===== config.mk =====
export PLATFORM = sky130hd
export DESIGN_NAME = mse_cell
export DESIGN_NICKNAME = d
export VERILOG_FILES = /design/src/rtl/mse_pkg.sv /design/src/rtl/mse_cell.sv
export SDC_FILE = /design/constraint.sdc
export NUM_CORES = 1
export LEC_CHECK = 0
export BUFFER_PORTS_ARGS = -buffer_cell sky130_fd_sc_hd__buf_2
export CAP_MARGIN = 20
export CORE_MARGIN = 2
export CORE_UTILIZATION = 47
export CTS_BUF_LIST = sky130_fd_sc_hd__clkbuf_2
export CTS_CLUSTER_SIZE = 24
export DETAILED_ROUTE_END_ITERATION = 7
export HOLD_SLACK_MARGIN = 0.15
export PLACE_DENSITY = 0.84
export SKIP_LAST_GASP = 1
export SYNTH_ARGS = -nofsm -noshare
export SYNTH_HDL_FRONTEND = slang
export SYNTH_SLANG_ARGS = --single-unit

===== constraint.sdc =====
create_clock -name clk -period 4.8 [get_ports clk]
set_input_delay 0.96 -clock clk [delete_from_list [all_inputs] [get_ports clk]]
set_output_delay 0.96 -clock clk [all_outputs]
set_load 0.02 [all_outputs]

===== src/rtl/mse_pkg.sv =====
`timescale 1ns / 1ps

package mse_pkg;

  localparam int MAX_ITEMS = 64;
  localparam int DATA_W    = 32;
  localparam int CNT_W     = $clog2(MAX_ITEMS + 1);

  typedef logic signed [DATA_W-1:0] data_t;
  typedef logic [CNT_W-1:0]         cnt_t;

  // One entry of the sorting chain.
  typedef struct packed {
    logic  valid;
    data_t value;
  } slot_t;

  // Commands from the controller to every cell of the chain.
  typedef struct packed {
    logic insert;
    logic shift;
  } cell_ctl_t;

  // Result-side status from the controller.
  typedef struct packed {
    logic strobe;
    logic end_of_set;
    logic overflow;
  } out_stat_t;

  typedef enum logic {
    ST_LOAD,
    ST_DRAIN
  } state_t;

endpackage


===== src/rtl/mse_cell.sv =====
`timescale 1ns / 1ps

// One cell of the insertion chain. The chain stays sorted ascending, with
// empty cells at the tail. On insert a cell keeps its entry if it is not
// greater than the new value, takes the new value if its left neighbor kept,
// and otherwise takes its left neighbor's entry. On shift it takes the entry
// of its right neighbor.
module mse_cell (
  input  logic              clk,
  input  logic              rst_n,
  input  mse_pkg::cell_ctl_t ctl,
  input  mse_pkg::data_t    new_value,
  input  logic              prev_keep,
  input  mse_pkg::slot_t    prev_slot,
  input  mse_pkg::slot_t    next_slot,
  output mse_pkg::slot_t    slot,
  output logic              keep
);

  logic           valid_r;
  logic           valid_nxt;
  mse_pkg::data_t value_r;
  mse_pkg::data_t value_nxt;

  assign keep = valid_r && (value_r <= new_value);
  assign slot = '{valid: valid_r, value: value_r};

  always_comb begin
    valid_nxt = valid_r;
    value_nxt = value_r;
    if (ctl.insert) begin
      if (!keep) begin
        if (prev_keep) begin
          valid_nxt = 1'b1;
          value_nxt = new_value;
        end else begin
          valid_nxt = prev_slot.valid;
          value_nxt = prev_slot.value;
        end
      end
    end else if (ctl.shift) begin
      valid_nxt = next_slot.valid;
      value_nxt = next_slot.value;
    end
  end

  always_ff @(posedge clk) begin
    if (!rst_n) begin
      valid_r <= 1'b0;
    end else begin
      valid_r <= valid_nxt;
    end
  end

  always_ff @(posedge clk) begin
    value_r <= value_nxt;
  end

endmodule


==> reports/metrics.yaml <==
cts_tree: "built"
synthTopCellsByCount: "45 x a21oi_1, 35 x nor2_1, 34 x inv_1"
nNetsFinal: 540
detail-route-antenna-nets: 0
whs_ps: 819
tightestPinTransition_ps: 994
initial_core_util_pct: 49.2
grt_antenna_before_repair: 0
drtIter0Drc: 61
avgSynthCellArea_um2: 9.34
synth_flop_cell: "edfxtp_1"
rsz0062_at_grt: "false"
irDropWorstVdd_uv: 110
start_kind: "input port"
r2r_cells: 8
cts.clk_slew.worst_paths_ps: 160
post_cts_resized: 0
synth_top_cell_by_area: "edfxtp_1"
crit_start: "new_value[31]"
synth.top_cell.area_share_pct: 38.0
layout-drive-gt1-share_pct: 37.2
cts_made_buffers: 5
crit_arrival_ps: 3010
slew_headroom_pct: 33.7
cts.sinks: 33
synth_cell_type_count: 33
drv_slew: 0
area_growth_pct: 31.8
grt_max_degree: 68
pin_count: 137
regArea_um2: 981
crit_family: "simple AND/OR/NAND/NOR gates"
cts_setup_buffers: 0
drc: 0
hold_viol: 0
synth-edff-count: 32
setup-violations-final: 0
hold_buffers: 0
post-route-period-util_pct: 82.6
cp_slowest_cell: "or3_1"
critical_path.most_common_cell: "buf_2"
place_congestion: 0.782
cts_buffer_depth: 2
post-synth-top-count-cell: "a21oi_1"
dpl_cell_area_um2: 3300
max_stage_delay_ps: 370
netlist_area_um2: 2530
die_h_um: 77.4
wl_per_cell_um: 13.7
antenna_cells: 0
die_area_um2: 5990
ys_seq_area_share_pct: 38.8
ys_ff_latch: 33
leakagePower_nw: 1.76
cp.buffers_inverters: 3
gr-total-overflow: 0
fp.coreArea_um2: 5140
min-delay-start: "valid_r"
worstSetupPathType: "input port to primary output"
first_global_vias: 2478
ctsHtreeMaxLevel: 2
synthTopCellsByArea: "edfxtp_1 38%, ha_1 16%, mux2i_1 13%"
fin_skew_ps: 29.7
status: "completed"
syn_inst: 271
pwr_density_cell_nw_per_um2: 236
cts_root_buf: "clkbuf_2"
cap_violations: 0
required_ps: 3840
vias: 2453
worstPathCellList: "buf_2 -> inv_1 -> ha_1 -> nand4_2 -> nor4_2 -> nand4_1 -> nor3_1 -> nor4_1 -> or3_1 -> buf_2"
grt_pass1_wl_um: 10600
die_x_um: 77.4
port_buffers: 136
synth_nets: 406
insertion_delay_ps: 370
worst-path-stages: 10
fin_area_um2: 3330
fmax_ghz: 0.252
hold_path.class: "flop to flop"
async_flop_share_pct: 0
fillers: 446
via_per_inst: 5.15
multi_input_area_um2: 1380
final.setup.tns_ps: 0
drt_wl_total_um: 6520
placementRows: 26
grt.total_usage_pct: 21.7
cp_max_fo: 5
min_path_cells: 4
firstDrtPassIters: 5
hpwl_um: 5280
min_period_ps: 3970
rr_startpoint: "value_r[19]"
cp-end-kind: "primary output"
yosysWarnings: 0
report_power, final:
group	internal, W	switching [W]
registers	0.000356	0.0000163
logic	0.000122	0.000164
clock network	0.0000391	0.0000909
total	0.000517	0.000271
worst min-delay path: stages, from the launching register on:
cell     delay [ps]
dfxtp_1         370
inv_1            70
o21ai_0          80
o21ai_0         130
o21ba_2         150
registers in the layout (all words and copies together), names as in the netlist:
| signal | flops |
|---|---|
| valid_r | 1 |
| value_r | 32 |
cell usage in the layout (no fill, tap or decap):
| cell type | count |
|---|---|
| buf_2 | 136 |
| a21oi_1 | 45 |
| nor2_1 | 35 |
| inv_1 | 34 |
| mux2i_1 | 32 |
| ha_1 | 32 |
| edfxtp_1 | 32 |
| nand2_1 | 12 |
| o21ai_0 | 7 |
| clkbuf_2 | 7 |
| nand4_1 | 5 |
| nand3_1 | 3 |
| a21o_1 | 2 |
| nor4_1 | 2 |
| or3_1 | 2 |
| buf_4 | 2 |
| and4_1 | 1 |
| a221oi_1 | 1 |
| nand4_2 | 1 |
| nor4_2 | 1 |
| and2_0 | 1 |
| nor3_1 | 1 |
| nand2b_1 | 1 |
| a221o_1 | 1 |
| nor2b_1 | 1 |
| o211a_1 | 1 |
| a311oi_1 | 1 |
| and3_1 | 1 |
| or3b_2 | 1 |
| o22ai_4 | 1 |
| o21ba_2 | 1 |
| clkinv_1 | 1 |
| buf_12 | 1 |
| dfxtp_1 | 1 |
cell type report:
type,instances,share of cell area [%]
flip-flops and latches,33,29.4
multi-input cells,192,41.5
clock inverters,1,0.113
well taps,70,2.63
clock buffers,7,1.05
inverters,34,3.83
repair buffers,139,21.5
metrics by stage:
stage | utilization (%) | worst slack (ps) | std cells | total power (W)
after floorplan | - | 363 | 271 | 0.000549
after global placement | 64.1 | 934 | 468 | 0.000656
after detailed placement | 64.1 | 809 | 468 | 0.000667
after CTS | 64.9 | 816 | 476 | 0.000797
after global routing | 64.9 | 644 | 476 | 0.000842
final | 64.9 | 834 | 476 | 0.000788
kinds of logic after synthesis:
logic type / synth area share, %
multiplexers: 12.7
buffers and inverters: 7.07
adder cells (fa/ha/maj): 15.8
flip-flops: 38.8
AND/OR/NAND/NOR: 12.7
AO/OA/AOI/OAI: 13.0
path summary, 6_finish.rpt:
| kind | slack (ps) | to |
|---|---|---|
| min | 820 | valid_r |
| max | 830 | keep |
| max reg2reg | 1750 | value_r[4] |
| min reg2reg | 820 | valid_r |
per-layer routing:
layer | part of all wire [%] | track usage (%) | vias to the layer above
met2 | 50 | 40.1 | 110
met5 | 0 | 0 | -
li1 | - | - | 1241
met1 | 41 | 24.7 | 1092
met3 | 7.4 | 5.47 | 10
met4 | 1.4 | 6.25 | 0
Note: power is estimated with default switching activity, not from simulation.
