File: src/rtl/mse_pkg.sv
`timescale 1ns / 1ps

package mse_pkg;

  localparam int MAX_ITEMS = 64;
  localparam int DATA_W    = 32;
  localparam int CNT_W     = $clog2(MAX_ITEMS + 1);

  typedef logic signed [DATA_W-1:0] data_t;
  typedef logic [CNT_W-1:0]         cnt_t;

  // One entry of the sorting chain.
  typedef struct packed {
    logic  valid;
    data_t value;
  } slot_t;

  // Commands from the controller to every cell of the chain.
  typedef struct packed {
    logic insert;
    logic shift;
  } cell_ctl_t;

  // Result-side status from the controller.
  typedef struct packed {
    logic strobe;
    logic end_of_set;
    logic overflow;
  } out_stat_t;

  typedef enum logic {
    ST_LOAD,
    ST_DRAIN
  } state_t;

endpackage

File: src/rtl/mse_ctrl.sv
`timescale 1ns / 1ps

// Load/drain controller: counts stored items, notes dropped ones and paces
// the drain of the chain.
module mse_ctrl (
  input  logic                 clk,
  input  logic                 rst_n,
  input  logic                 start,
  input  logic                 in_last,
  output logic                 busy,
  output mse_pkg::cell_ctl_t   ctl,
  output mse_pkg::out_stat_t   stat
);

  mse_pkg::state_t state_r;
  mse_pkg::state_t state_nxt;
  mse_pkg::cnt_t   count_r;
  mse_pkg::cnt_t   count_nxt;
  mse_pkg::cnt_t   remain_r;
  mse_pkg::cnt_t   remain_nxt;
  logic            dropped_r;
  logic            dropped_nxt;
  logic            accept;
  logic            room;

  assign room   = count_r < mse_pkg::CNT_W'(mse_pkg::MAX_ITEMS);
  assign accept = start && (state_r == mse_pkg::ST_LOAD);

  // Next state and counters.
  always_comb begin
    state_nxt   = state_r;
    count_nxt   = count_r;
    remain_nxt  = remain_r;
    dropped_nxt = dropped_r;
    unique case (state_r)
      mse_pkg::ST_LOAD: begin
        if (accept) begin
          if (room) begin
            count_nxt = count_r + 1'b1;
          end else begin
            dropped_nxt = 1'b1;
          end
          if (in_last) begin
            state_nxt  = mse_pkg::ST_DRAIN;
            remain_nxt = count_r + mse_pkg::cnt_t'(room);
            count_nxt  = '0;
          end
        end
      end
      mse_pkg::ST_DRAIN: begin
        remain_nxt = remain_r - 1'b1;
        if (remain_r == mse_pkg::cnt_t'(1)) begin
          state_nxt   = mse_pkg::ST_LOAD;
          dropped_nxt = 1'b0;
        end
      end
      default: state_nxt = mse_pkg::ST_LOAD;
    endcase
  end

  // Outputs.
  always_comb begin
    busy            = 1'b0;
    ctl.insert      = 1'b0;
    ctl.shift       = 1'b0;
    stat.strobe     = 1'b0;
    stat.end_of_set = 1'b0;
    stat.overflow   = dropped_r;
    unique case (state_r)
      mse_pkg::ST_LOAD: begin
        ctl.insert = accept && room;
      end
      mse_pkg::ST_DRAIN: begin
        busy            = 1'b1;
        ctl.shift       = 1'b1;
        stat.strobe     = 1'b1;
        stat.end_of_set = (remain_r == mse_pkg::cnt_t'(1));
      end
      default: busy = 1'b0;
    endcase
  end

  always_ff @(posedge clk) begin
    if (!rst_n) begin
      state_r   <= mse_pkg::ST_LOAD;
      count_r   <= '0;
      remain_r  <= '0;
      dropped_r <= 1'b0;
    end else begin
      state_r   <= state_nxt;
      count_r   <= count_nxt;
      remain_r  <= remain_nxt;
      dropped_r <= dropped_nxt;
    end
  end

endmodule

File: config.mk
export PLATFORM = sky130hd
export DESIGN_NAME = mse_ctrl
export DESIGN_NICKNAME = d
export VERILOG_FILES = /design/src/rtl/mse_pkg.sv /design/src/rtl/mse_ctrl.sv
export SDC_FILE = /design/constraint.sdc
export NUM_CORES = 1
export LEC_CHECK = 0
export BUFFER_PORTS_ARGS = -buffer_cell sky130_fd_sc_hd__buf_2
export CAP_MARGIN = 40
export CORE_ASPECT_RATIO = 1.5
export CORE_MARGIN = 2
export CORE_UTILIZATION = 35
export DETAILED_ROUTE_END_ITERATION = 6
export PLACE_DENSITY = 0.54
export SLEW_MARGIN = 30
export SYNTH_ARGS = -nofsm -noshare
export SYNTH_HDL_FRONTEND = slang
export SYNTH_SLANG_ARGS = --single-unit
File: constraint.sdc
create_clock -name clk -period 2.2 [get_ports clk]
set_input_delay 0.11 -clock clk [delete_from_list [all_inputs] [get_ports clk]]
set_output_delay 0.11 -clock clk [all_outputs]
set_load 0.05 [all_outputs]
==> metrics.md, run 1 <==
| Metric | Value |
|---|---|
| First-pass DRT Iterations | `4` |
| Vias per cell | `5.22` |
| Syn Nets | `120` |
| CP Launch Type | `flip-flop` |
| Post-synth top area share | `between 30 and 40%` |
| Critical-path cell list | `ha_1, nor3b_1, nand4b_1, inv_1, buf_2` |
| Post-synthesis cell area | `~970 sq um` |
| RePlAce Congestion | `~0.77` |
| CP required | `approximately 2100 ps` |
| Num CTS Buffers | `3` |
| Grt total ovfl | `0` |
| Drc violations | `0` |
| Post-route antenna net violation count | `0` |
| Largest net degree at the start of global routing | `17` |
| Die H | `roughly 70 um` |
| WL per Instance | `between 10 and 15 um` |
| Layout net count | `129` |
| Non-Filler Instances | `156` |
| Fillers | `300` |
| F_max | `between 500 and 600 MHz` |
| PD cells | `between 600 and 700 nW/um^2` |
| CTS tree | `built` |
| Reg2reg setup slack | `~570 ps` |
| Core Area | `~2600 sq um` |
| Initial antenna violation count | `0` |
| Slew Limit Fails | `0` |
| First-pass GRT wire length | `between 3 and 4 mm` |
| Ports | `10` |
| Resized cells post-CTS | `0` |
| Hold Crit Class | `input port to flip-flop` |
| Initial drt markers | `15` |
| CTS Buffer Depth | `2` |
| Synth area leader | `dfxtp_1` |
| Via count | `815` |
| Starting density of the core | `36.5%` |
| Die width | `roughly 47 um` |
| Full die area | `around 3200 sq um` |
| Inst Count DP | `about 150` |
| Max_cap viols | `0` |
| Mean Syn Cell Area | `8.70 sq um` |
| Slew HR | `76.2%` |
| Leakage power | `around 0.43 nW` |
| Row Count | `23` |
| Gate count of the mapped netlist | `111` |
| # diodes | `0` |
| Post-CTS Setup Inserts | `0` |
| Crit end category | `output port` |
| Htree depth | `1` |
| Finished Core Util | `40.4%` |
| Max IR drop VDD | `between 300 and 400 uV` |
| Flops & latches, synth | `16` |
| Clock sink total | `16` |
| Slowest cell delay on critical path | `400 ps` |
| Critical Path AT | `around 1600 ps` |
| CTS clk-pin slew, worst paths | `70 ps` |
| CTS Hold Bufs | `0` |
| Total power | `about 0.7 mW` |
| Area Growth Syn to Fin | `10.8%` |
| Slew @ Worst Pin | `352 ps` |
| Detailed Place HPWL | `roughly 1.6 mm` |
| Synth area leaders | `dfxtp_1 33%, ha_1 6.5%, nor2b_1 3.9%` |
| Clk root buf | `clkbuf_8` |
| Share of layout cells above drive strength 1 | `~16%` |
| Final setup fails | `0` |
| Run status | `finished, final reports clean` |
| Total GRT Usage | `between 15 and 20%` |
| CP Class | `flip-flop to output port` |
| CP max-delay cell | `dfxtp_1` |
| Fin crit period | `around 1700 ps` |
| Hold Vio Cnt, Final | `0` |
| Vias in the first global route | `between 700 and 800` |
| Yosys cell types | `38` |
| DRT Wirelength | `a little over 2 mm` |
| Synth Warn # | `0` |
| CP max FO | `5` |
| RSZ-0062 raised after global routing | `false` |
| Clock skew | `between 5 and 6 ps` |
| Period utilisation layout | `about 76%` |
| Setup_tns | `0 ps` |
| PortBufs | `9` |
| Clock latency on the worst-skew pair | `approximately 250 ps` |
| Register area share after synthesis | `33.2%` |
==> critical path: cells and delay by family, from the launching register on <==
family | cells | cell delay [ps]
adders and majority gates | 1 | 170
buffers and inverters | 2 | 380
and+or+nand+nor | 2 | 360
DFF | 1 | 400
==> cell families after synthesis <==
group                    synth area share (%)
AO/OA/AOI/OAI                            15.4
multiplexers                             3.24
adder cells (fa/ha/maj)                  6.48
flip-flops                               33.2
AND/OR/NAND/NOR                          29.1
buffers and inverters                    7.12
XOR/XNOR                                 5.44
==> final timing paths <==
path               startpoint           to  cells after the start
hold reg to reg     dropped_r    dropped_r                      2
setup / recovery  remain_r[0]      stat[1]                      5
hold / removal          rst_n  remain_r[3]                      2
setup reg to reg  remain_r[2]  remain_r[5]                      4
==> final cells by class <==
type / count / area [sq um] / share of cell area, %
Multi-Input combinational cell: 84 / 577 / 53.9
Sequential cell: 16 / 320 / 29.9
Clock buffer: 4 / 55.1 / 5.15
Timing Repair Buffer: 10 / 52.6 / 4.91
Tap cell: 37 / 46.3 / 4.33
Inverter: 5 / 18.8 / 1.75
==> placed cells by master (no fill, tap or decap), types with 2 or more instances in the layout <==
cell type / instances
xnor2_1: 4
buf_2: 9
nor3_1: 5
and3_1: 4
o21ai_0: 5
nand3_1: 7
ha_1: 5
a21oi_1: 3
inv_1: 5
clkbuf_8: 4
nand2_1: 9
dfxtp_1: 16
mux2i_1: 2
a22oi_1: 2
xor2_1: 2
nor2_1: 8
nor3b_1: 2
o31a_1: 2
nor2b_1: 6
==> flip-flops by register name, indices dropped and copies added (netlist names) <==
signal and count:
remain_r 7, state_r 1, count_r 7, dropped_r 1
==> synth_stat cells, drive strengths merged <==
cell type and instances:
dfxtp 16, nand2 9, nor2 8, nand3 7, nor2b 6, buf 5, ha 5, inv 5
nor3 5, o21ai 5, and3 4, xnor2 4, a21oi 3, a22oi 2, mux2i 2, nor3b 2
o31a 2, xor2 2, a211oi 1, a21boi 1, a311o 1, and2 1, and4bb 1, dlygate4sd1 1
mux2 1, nand2b 1, nand3b 1, nand4 1, nand4b 1, nor4 1, nor4b 1, o211a 1
o21a 1, o221ai 1, o311ai 1, o41ai 1, or4b 1
==> report_power, final <==
group	internal, mW	total, mW	switching [mW]
clock network	0.159	0.263	0.105
logic	0.0461	0.119	0.0734
registers	0.304	0.319	0.0153
==> per-layer routing <==
layer	vias to the layer above	global-route usage (%)	part of all wire [%]
met3	4	2.64	2.8
met2	17	25.7	51
li1	412	-	-
met5	-	0	0
met4	0	6.60	1.8
met1	382	18.2	45
==> per-stage QoR <==
step	setup WS, ps	hold slack (ps)	instance area, sq um
after global routing	426	221	1070
after CTS	515	219	1070
after floorplan	244	231	966
after detailed placement	586	479	1010
after global placement	600	472	1010
final	525	211	1070
No activity file was read; power rests on OpenSTA's default activity.
==> run 2: changes to the inputs <==
--- a/config.mk
+++ b/config.mk
@@ -11,7 +11,7 @@
 export CORE_MARGIN = 2
 export CORE_UTILIZATION = 35
 export DETAILED_ROUTE_END_ITERATION = 6
-export PLACE_DENSITY = 0.54
+export PLACE_DENSITY = 0.56
 export SLEW_MARGIN = 30
 export SYNTH_ARGS = -nofsm -noshare
 export SYNTH_HDL_FRONTEND = slang
==> constraint.sdc (replaced) <==
create_clock -name clk -period 1.4 [get_ports clk]
set_input_delay 0.07 -clock clk [delete_from_list [all_inputs] [get_ports clk]]
set_output_delay 0.07 -clock clk [all_outputs]
set_load 0.05 [all_outputs]
==> metrics.md, run 2 (synthesis results as in run 1) <==
| Metric | Value |
|---|---|
| Die width | `46.9 um (unchanged)` |
| P_sw | `0.326 mW (+69%)` |
| WHS Path Cells | `3 (+1)` |
| F_max | `between 600 and 700 MHz` |
| Clk root buf | `clkbuf_8` |
| Vias per cell | `5.07 (-2.9%)` |
| Clock skew | `0.778 ps (-4.55 ps)` |
| Commonest non-fill, non-tap cell in the layout | `buf_4` |
| Hold Crit Class | `input port to flip-flop` |
| Setup WS post-layout | `-197 ps (-722 ps)` |
| Commonest non-fill, non-tap cells in the layout | `20 x buf_4, 12 x dfxtp_1, 8 x nand2_1` |
| Total GRT Usage | `16.7% (+1.5 points)` |
| Finished Core Util | `50.9% (+11 points)` |
| CTS tree | `built` |
| CP Launch Type | `flip-flop` |
| Leakage power | `0.551 nW (+29%)` |
| Max_cap viols | `0 (unchanged)` |
| CTS Buffer Depth | `2 (unchanged)` |
| Share of layout cells above drive strength 1 | `41.0% (+25 points)` |
| Critical path buffers and inverters | `0 (-2)` |
| Row Count | `23 (unchanged)` |
| DRT Wirelength | `2.23 mm (+8.4%)` |
| WL per Instance | `12.7 um (-3.9%)` |
| Run status | `complete, but fails checks` |
| Area Growth Syn to Fin | `39.6%` |
| CTS clk-pin slew, worst paths | `60 ps (about the same)` |
| CTS Hold Bufs | `0 (unchanged)` |
| Slowest cell delay on critical path | `540 ps (+140 ps)` |
| Drc violations | `0 (unchanged)` |
| Fin crit period | `1600 ps` |
| Reg2reg path depth | `4 (unchanged)` |
| Layout net count | `149 (+16%)` |
| Pint | `0.862 mW (+70%)` |
| CP max FO | `3 (-2)` |
| Max IR drop VDD | `735 uV (+130%)` |
| Slew HR | `78.2% (+2.0 points)` |
| CP delay by family, top | `compound AO/OA/AOI/OAI gates` |
| PortBufs | `9 (unchanged)` |
| Die H | `68.3 um (unchanged)` |
| Biggest regs | `count_r: 7 flops, remain_r: 7 flops` |
| Detailed Place HPWL | `1.78 mm (+14%)` |
| Slew Limit Fails | `0 (unchanged)` |
| Ports | `10 (unchanged)` |
| Worst Hold End | `remain_r[4]` |
| Initial drt markers | `21 (+6)` |
| Core Area | `2650 sq um (unchanged)` |
| Clock sink total | `16 (unchanged)` |
| Final instance area | `1350 sq um (+26%)` |
| Via count | `893 (+9.6%)` |
| Post-route antenna net violation count | `0 (unchanged)` |
| Area of the multi-input gates | `676 sq um (+17%)` |
| Min-delay src | `rst_n` |
| FF+latch area | `328 sq um (+2.3%)` |
| Reg2reg start | `remain_r[1]` |
| R2r endpoint | `remain_r[5]` |
| Htree depth | `1 (unchanged)` |
| Sw frac | `27.4% (-0.11 points)` |
| Vias in the first global route | `906 (+18%)` |
| Slew @ Worst Pin | `324 ps (-27.9 ps)` |
| Violated checks | `setup timing` |
| Comb pwr share | `23.4% (+6.4 points)` |
| Final setup fails | `5 (+5)` |
| Inst Count DP | `168 (+11%)` |
| CP max-delay cell | `or4b_4` |
| Seq pwr share | `42.2% (-3.3 points)` |
| Hold Vio Cnt, Final | `0 (unchanged)` |
| Critical-path cell list | `or4b_4, o311ai_2, o41ai_1, o31a_1` |
| Initial antenna violation count | `0 (unchanged)` |
| CP required | `1540 ps (-550 ps)` |
| Reg2reg setup slack | `-200 ps (-770 ps)` |
| Grt total ovfl | `0 (unchanged)` |
| Largest net degree at the start of global routing | `14 (-3)` |
| Critical Path AT | `1740 ps (+180 ps)` |
| # diodes | `0 (unchanged)` |
| RePlAce Congestion | `0.796 (+3.0%)` |
| Clock latency on the worst-skew pair | `250 ps (about the same)` |
| Clock share of power | `34.4% (-3.1 points)` |
| Num CTS Buffers | `3 (unchanged)` |
| Crit end category | `flip-flop` |
| Starting density of the core | `36.5% (unchanged)` |
| First-pass GRT wire length | `3.93 mm (+11%)` |
| CP Class | `flip-flop to flip-flop` |
| Post-DP Area | `1150 sq um (+14%)` |
| Fillers | `263 (-12%)` |
| PD cells | `881 nW/um^2 (+34%)` |
| Full die area | `3200 sq um (unchanged)` |
| Period utilisation layout | `114%` |
| RSZ-0062 raised after global routing | `true` |
| Non-Filler Instances | `176 (+13%)` |
| First-pass DRT Iterations | `2 (-2)` |
| DP Worst Slack | `-188 ps (-773 ps)` |
## run 2: cell types whose count changed in the layout (fill, tap and decap cells not counted), moves of 2 or more
cell,delta
nor3b_1,-2
dfxtp_2,+3
inv_2,+2
buf_4,+19
ha_4,+4
dfxtp_1,-4
buf_6,+2
inv_1,-3
buf_2,-2
ha_1,-4
## run 2: area by class of cell
cell class	count	area share (%)
sequential	16	24.3
tap	37	3.43
timing repair buffer	30	16.5
multi-input combinational	84	50.1
inverter	5	1.58
clock buffer	4	4.08
## run 2: what timing repair did
| item | 4_1_cts | 5_1_grt |
|---|---|---|
| resized for setup | 18 | 10 |
| pin swaps | 5 | 3 |
| setup endpoints to repair | 11 | 11 |
| gates cloned | 0 | 0 |
| endpoints found under the hold margin | 0 | 0 |
| buffers inserted | 3 | 1 |
## run 2: worst max-delay path by stage
| stage | startpoint | to | slack, ps | cells after the start |
|---|---|---|---|---|
| 3_5_place_dp | remain_r[1] | remain_r[5] | -190 | 4 |
| 4_1_cts | remain_r[1] | remain_r[5] | -200 | 4 |
| 6_report | remain_r[1] | remain_r[5] | -200 | 4 |
| 3_3_place_gp | remain_r[1] | remain_r[5] | -170 | 4 |
| 5_1_grt | remain_r[1] | remain_r[5] | -250 | 4 |
| 2_1_floorplan | state_r | remain_r[5] | -260 | 4 |
## run 2: per-stage QoR
step | hold slack (ps) | setup TNS, ps | total power [mW]
2_1_floorplan | 191 | -262 | 0.666
3_3_place_gp | 426 | -325 | 0.732
3_5_place_dp | 425 | -461 | 0.735
4_1_cts | 157 | -408 | 1.19
5_1_grt | 165 | -821 | 1.26
6_report | 160 | -377 | 1.19
## run 2: routing by layer
| layer | track usage [%] | up-vias | wire (um) |
|---|---|---|---|
| met5 | 0 | - | 0 |
| met4 | 7.99 | 0 | 30 |
| met3 | 3.43 | 4 | 55 |
| met2 | 28.4 | 10 | 1220 |
| met1 | 19.2 | 425 | 930 |
| li1 | - | 454 | - |
## run 2: power by group through the flow
| stage | logic [mW] | clock network, mW | registers (mW) |
|---|---|---|---|
| finish | 0.279 | 0.409 | 0.501 |
| global route | 0.309 | 0.444 | 0.504 |
| CTS | 0.268 | 0.426 | 0.499 |
| detailed placement | 0.227 | 0 | 0.507 |
| global placement | 0.226 | 0 | 0.506 |
| floorplan | 0.150 | 0 | 0.516 |
## run 2: tightest hold or removal path, stage by stage
cell and delay [ps]:
buf_2 180, nand2_1 80, a211oi_1 40
==> run 3: changes to the inputs <==
--- a/config.mk
+++ b/config.mk
@@ -5,6 +5,7 @@
 export SDC_FILE = /design/constraint.sdc
 export NUM_CORES = 1
 export LEC_CHECK = 0
+export ABC_AREA = 1
 export BUFFER_PORTS_ARGS = -buffer_cell sky130_fd_sc_hd__buf_2
 export CAP_MARGIN = 40
 export CORE_ASPECT_RATIO = 1.5
==> metrics.md, run 3 <==
| Metric | Value |
|---|---|
| Vias per cell | `4.83 (-4.8%)` |
| PortBufs | `9 (unchanged)` |
| Reg2reg setup slack | `50 ps (+250 ps)` |
| Non-Filler Instances | `213 (+21%)` |
| CP max FO | `3 (unchanged)` |
| Die H | `70.3 um (+2.9%)` |
| CTS Hold Bufs | `0 (unchanged)` |
| CP max-delay cell | `dfxtp_2` |
| R2r endpoint | `remain_r[6]` |
| RSZ-0062 raised after global routing | `true` |
| WL per Instance | `12.7 um (+0.39%)` |
| Synth area leader | `dfxtp_1` |
| Max_cap viols | `0 (unchanged)` |
| Hold Vio Cnt, Final | `0 (unchanged)` |
| Register area share after synthesis | `31.2% (-1.9 points)` |
| Biggest regs | `count_r: 7 flops, remain_r: 7 flops` |
| Full die area | `3390 sq um (+5.8%)` |
| Grt met2 use | `28.1% (-0.35 points)` |
| Post-synth EDFFs | `0 (unchanged)` |
| Critical path buffers and inverters | `4 (+4)` |
| DP Worst Slack | `4.13 ps (+192 ps)` |
| Final setup fails | `0 (-5)` |
| Commonest non-fill, non-tap cells in the layout | `30 x nand2_1, 21 x inv_1, 15 x nand3_1` |
| Flops & latches, synth | `16 (unchanged)` |
| Htree depth | `1 (unchanged)` |
| Synth Warn # | `0 (unchanged)` |
| Most frequent cell on the critical path | `inv_2` |
| Period utilisation layout | `98.7% (-15 points)` |
| Worst Hold End | `remain_r[2]` |
| Yosys cell types | `28 (-26%)` |
| Layout net count | `184 (+23%)` |
| Leakage power | `0.585 nW (+6.3%)` |
| Die width | `48.2 um (+2.8%)` |
| CP Class | `flip-flop to output port` |
| F_max | `724 MHz (+16%)` |
| Crit end category | `output port` |
| Met1 Track Usage GR | `19.0% (-0.22 points)` |
| Fin crit period | `1380 ps (-215 ps)` |
| # diodes | `0 (unchanged)` |
| Drc violations | `0 (unchanged)` |
| Ports | `10 (unchanged)` |
| Inst Count DP | `206 (+23%)` |
| Row Count | `24 (+4.3%)` |
| RePlAce Congestion | `0.857 (+7.6%)` |
| Clock sink total | `16 (unchanged)` |
| Slowest cell delay on critical path | `330 ps (-210 ps)` |
| CP Launch Type | `flip-flop` |
| Max IR drop VDD | `584 uV (-21%)` |
| Area Growth Syn to Fin | `27.1%` |
| Run status | `finished, final reports clean` |
| Slew HR | `83.7% (+5.5 points)` |
| CTS tree | `built` |
| Syn Nets | `162 (+35%)` |
| Prevailing post-synth register cell | `dfxtp_1` |
| CTS clk-pin slew, worst paths | `70 ps (about the same)` |
| CTS Buffer Depth | `2 (unchanged)` |
| WHS Path Cells | `3 (unchanged)` |
| Post-route antenna net violation count | `0 (unchanged)` |
| Core Area | `2850 sq um (+7.8%)` |
| Async set-reset flop share out of synthesis | `0% (unchanged)` |
| First-pass GRT wire length | `4.13 mm (+5.3%)` |
| Clock skew | `2.51 ps (+1.73 ps)` |
| Clk root buf | `clkbuf_8` |
| CP delay by family, top | `buffers and inverters` |
| Reg2reg start | `count_r[6]` |
| First-pass DRT Iterations | `4 (+2)` |
| Vias in the first global route | `945 (+4.3%)` |
| Starting density of the core | `36.0% (-0.52 points)` |
| Met3 usage | `3.10% (-0.33 points)` |
| Crit path from | `remain_r[1]` |
| Via count | `1029 (+15%)` |
| Grt total ovfl | `0 (unchanged)` |
| GRT Max-Usage Layer | `met2` |
| Synth area leaders | `dfxtp_1 31%, nand2_1 11%, inv_1 9.1%` |
| Clock latency on the worst-skew pair | `260 ps (about the same)` |
| Mean Syn Cell Area | `6.71 sq um (-23%)` |
| Commonest non-fill, non-tap cell in the layout | `nand2_1` |
| Min-delay src | `rst_n` |
| CP required | `1330 ps (-210 ps)` |
| Slew Limit Fails | `0 (unchanged)` |
| Top-count cell post-synth | `nand2_1` |
| Gate count of the mapped netlist | `153 (+38%)` |
| Total GRT Usage | `16.8% (+0.10 points)` |
| Critical Path AT | `1310 ps (-430 ps)` |
| Hold Crit Class | `input port to flip-flop` |
| Initial drt markers | `27 (+29%)` |
| Critical-path cell list | `inv_2, ha_4, inv_2, nor2_2, nand4_1, inv_2, buf_8` |
| PD cells | `952 nW/um^2 (+8.1%)` |
| DRT Wirelength | `2.71 mm (+21%)` |
| Initial antenna violation count | `0 (unchanged)` |
| Slew @ Worst Pin | `242 ps (-82.2 ps)` |
| Detailed Place HPWL | `2.01 mm (+13%)` |
| Most frequent cells after synthesis | `30 x nand2_1, 25 x inv_1, 17 x nor2_1` |
| Setup WS post-layout | `18.3 ps (+215 ps)` |
| Reg2reg path depth | `10 (+6)` |
| Post-synthesis cell area | `1030 sq um (+6.2%)` |
| Share of layout cells above drive strength 1 | `28.7% (-12 points)` |
| Largest net degree at the start of global routing | `11 (-3)` |
| Post-synth top area share | `31.2% (-1.9 points)` |
| Num CTS Buffers | `3 (unchanged)` |
[run 3: changes by cell type after synthesis, sizes merged, moves of 3 or more]
cell,change
xnor2,-3
nor2,+12
inv,+22
nand3,+8
nor2b,-6
nand2,+24
o21ai,+4
a21oi,+7
and3,-4
[run 3: cell type report]
class | count | area, sq um
Fill cell | 301 | 1550
Multi-Input combinational cell | 107 | 632
Sequential cell | 16 | 327
Timing Repair Buffer | 20 | 138
Inverter | 27 | 104
Clock buffer | 4 | 55.1
Tap cell | 39 | 48.8
[run 3: cells by family (layout without fill, tap and decap cells)]
group           after synthesis  in the layout  share of synthesized area (%)
fa+ha+maj                     5              5                           6.10
flops                        16             16                           31.2
simple gates                 74             74                           33.2
compound gates               26             26                           15.5
buf+inv                      30             51                           12.3
xor+xnor                      2              2                           1.71
[run 3: how the worst max path moves through the flow]
| stage | endpoint | slack, ps | cells past startpoint |
|---|---|---|---|
| floorplan | remain_r[6] | 8 | 10 |
| global placement | remain_r[6] | 70 | 10 |
| detailed placement | remain_r[6] | 4 | 10 |
| CTS | stat[1] | 9 | 7 |
| global route | remain_r[6] | -30 | 10 |
| finish | stat[1] | 20 | 7 |
[run 3: where the power goes]
group,leakage [nW],internal [mW],switching [mW]
Clock,0.0288,0.250,0.190
Sequential,0.132,0.480,0.0221
Combinational,0.424,0.110,0.188
Total,0.585,0.841,0.401
[run 3: worst reg2reg max path: stages, from the launching register on]
cell and delay (ps):
dfxtp_2 330, inv_2 70, ha_4 140, ha_4 130
inv_1 50, nor2_2 120, nand2_1 90, nand2_1 80
nand3_1 80, o21ai_0 80, a21oi_1 80
[run 3: layer usage]
metal / share of wire (%) / routed length, um / vias up
li1: - / - / 530
met1: 41 / 1110 / 467
met2: 53 / 1430 / 25
met3: 3.6 / 98 / 7
met4: 2.5 / 68 / 0
met5: 0 / 0 / -
[run 3: timing repair]
| action | 4_1_cts | 5_1_grt |
|---|---|---|
| pin swaps | 0 | 4 |
| endpoints found under the setup margin | 2 | 5 |
| resized for setup | 5 | 13 |
| buffers inserted | 1 | 2 |
[run 3: per-stage QoR]
step / cell area, sq um / setup TNS [ps] / power (mW) / utilization (%) / hold WS, ps
2_1_floorplan: 1040 / 0 / 0.705 / - / 168
3_3_place_gp: 1170 / 0 / 0.777 / 40.9 / 362
3_5_place_dp: 1170 / 0 / 0.779 / 40.9 / 367
4_1_cts: 1240 / 0 / 1.20 / 43.6 / 104
5_1_grt: 1300 / -50.4 / 1.29 / 45.7 / 126
6_report: 1300 / 0 / 1.24 / 45.7 / 103
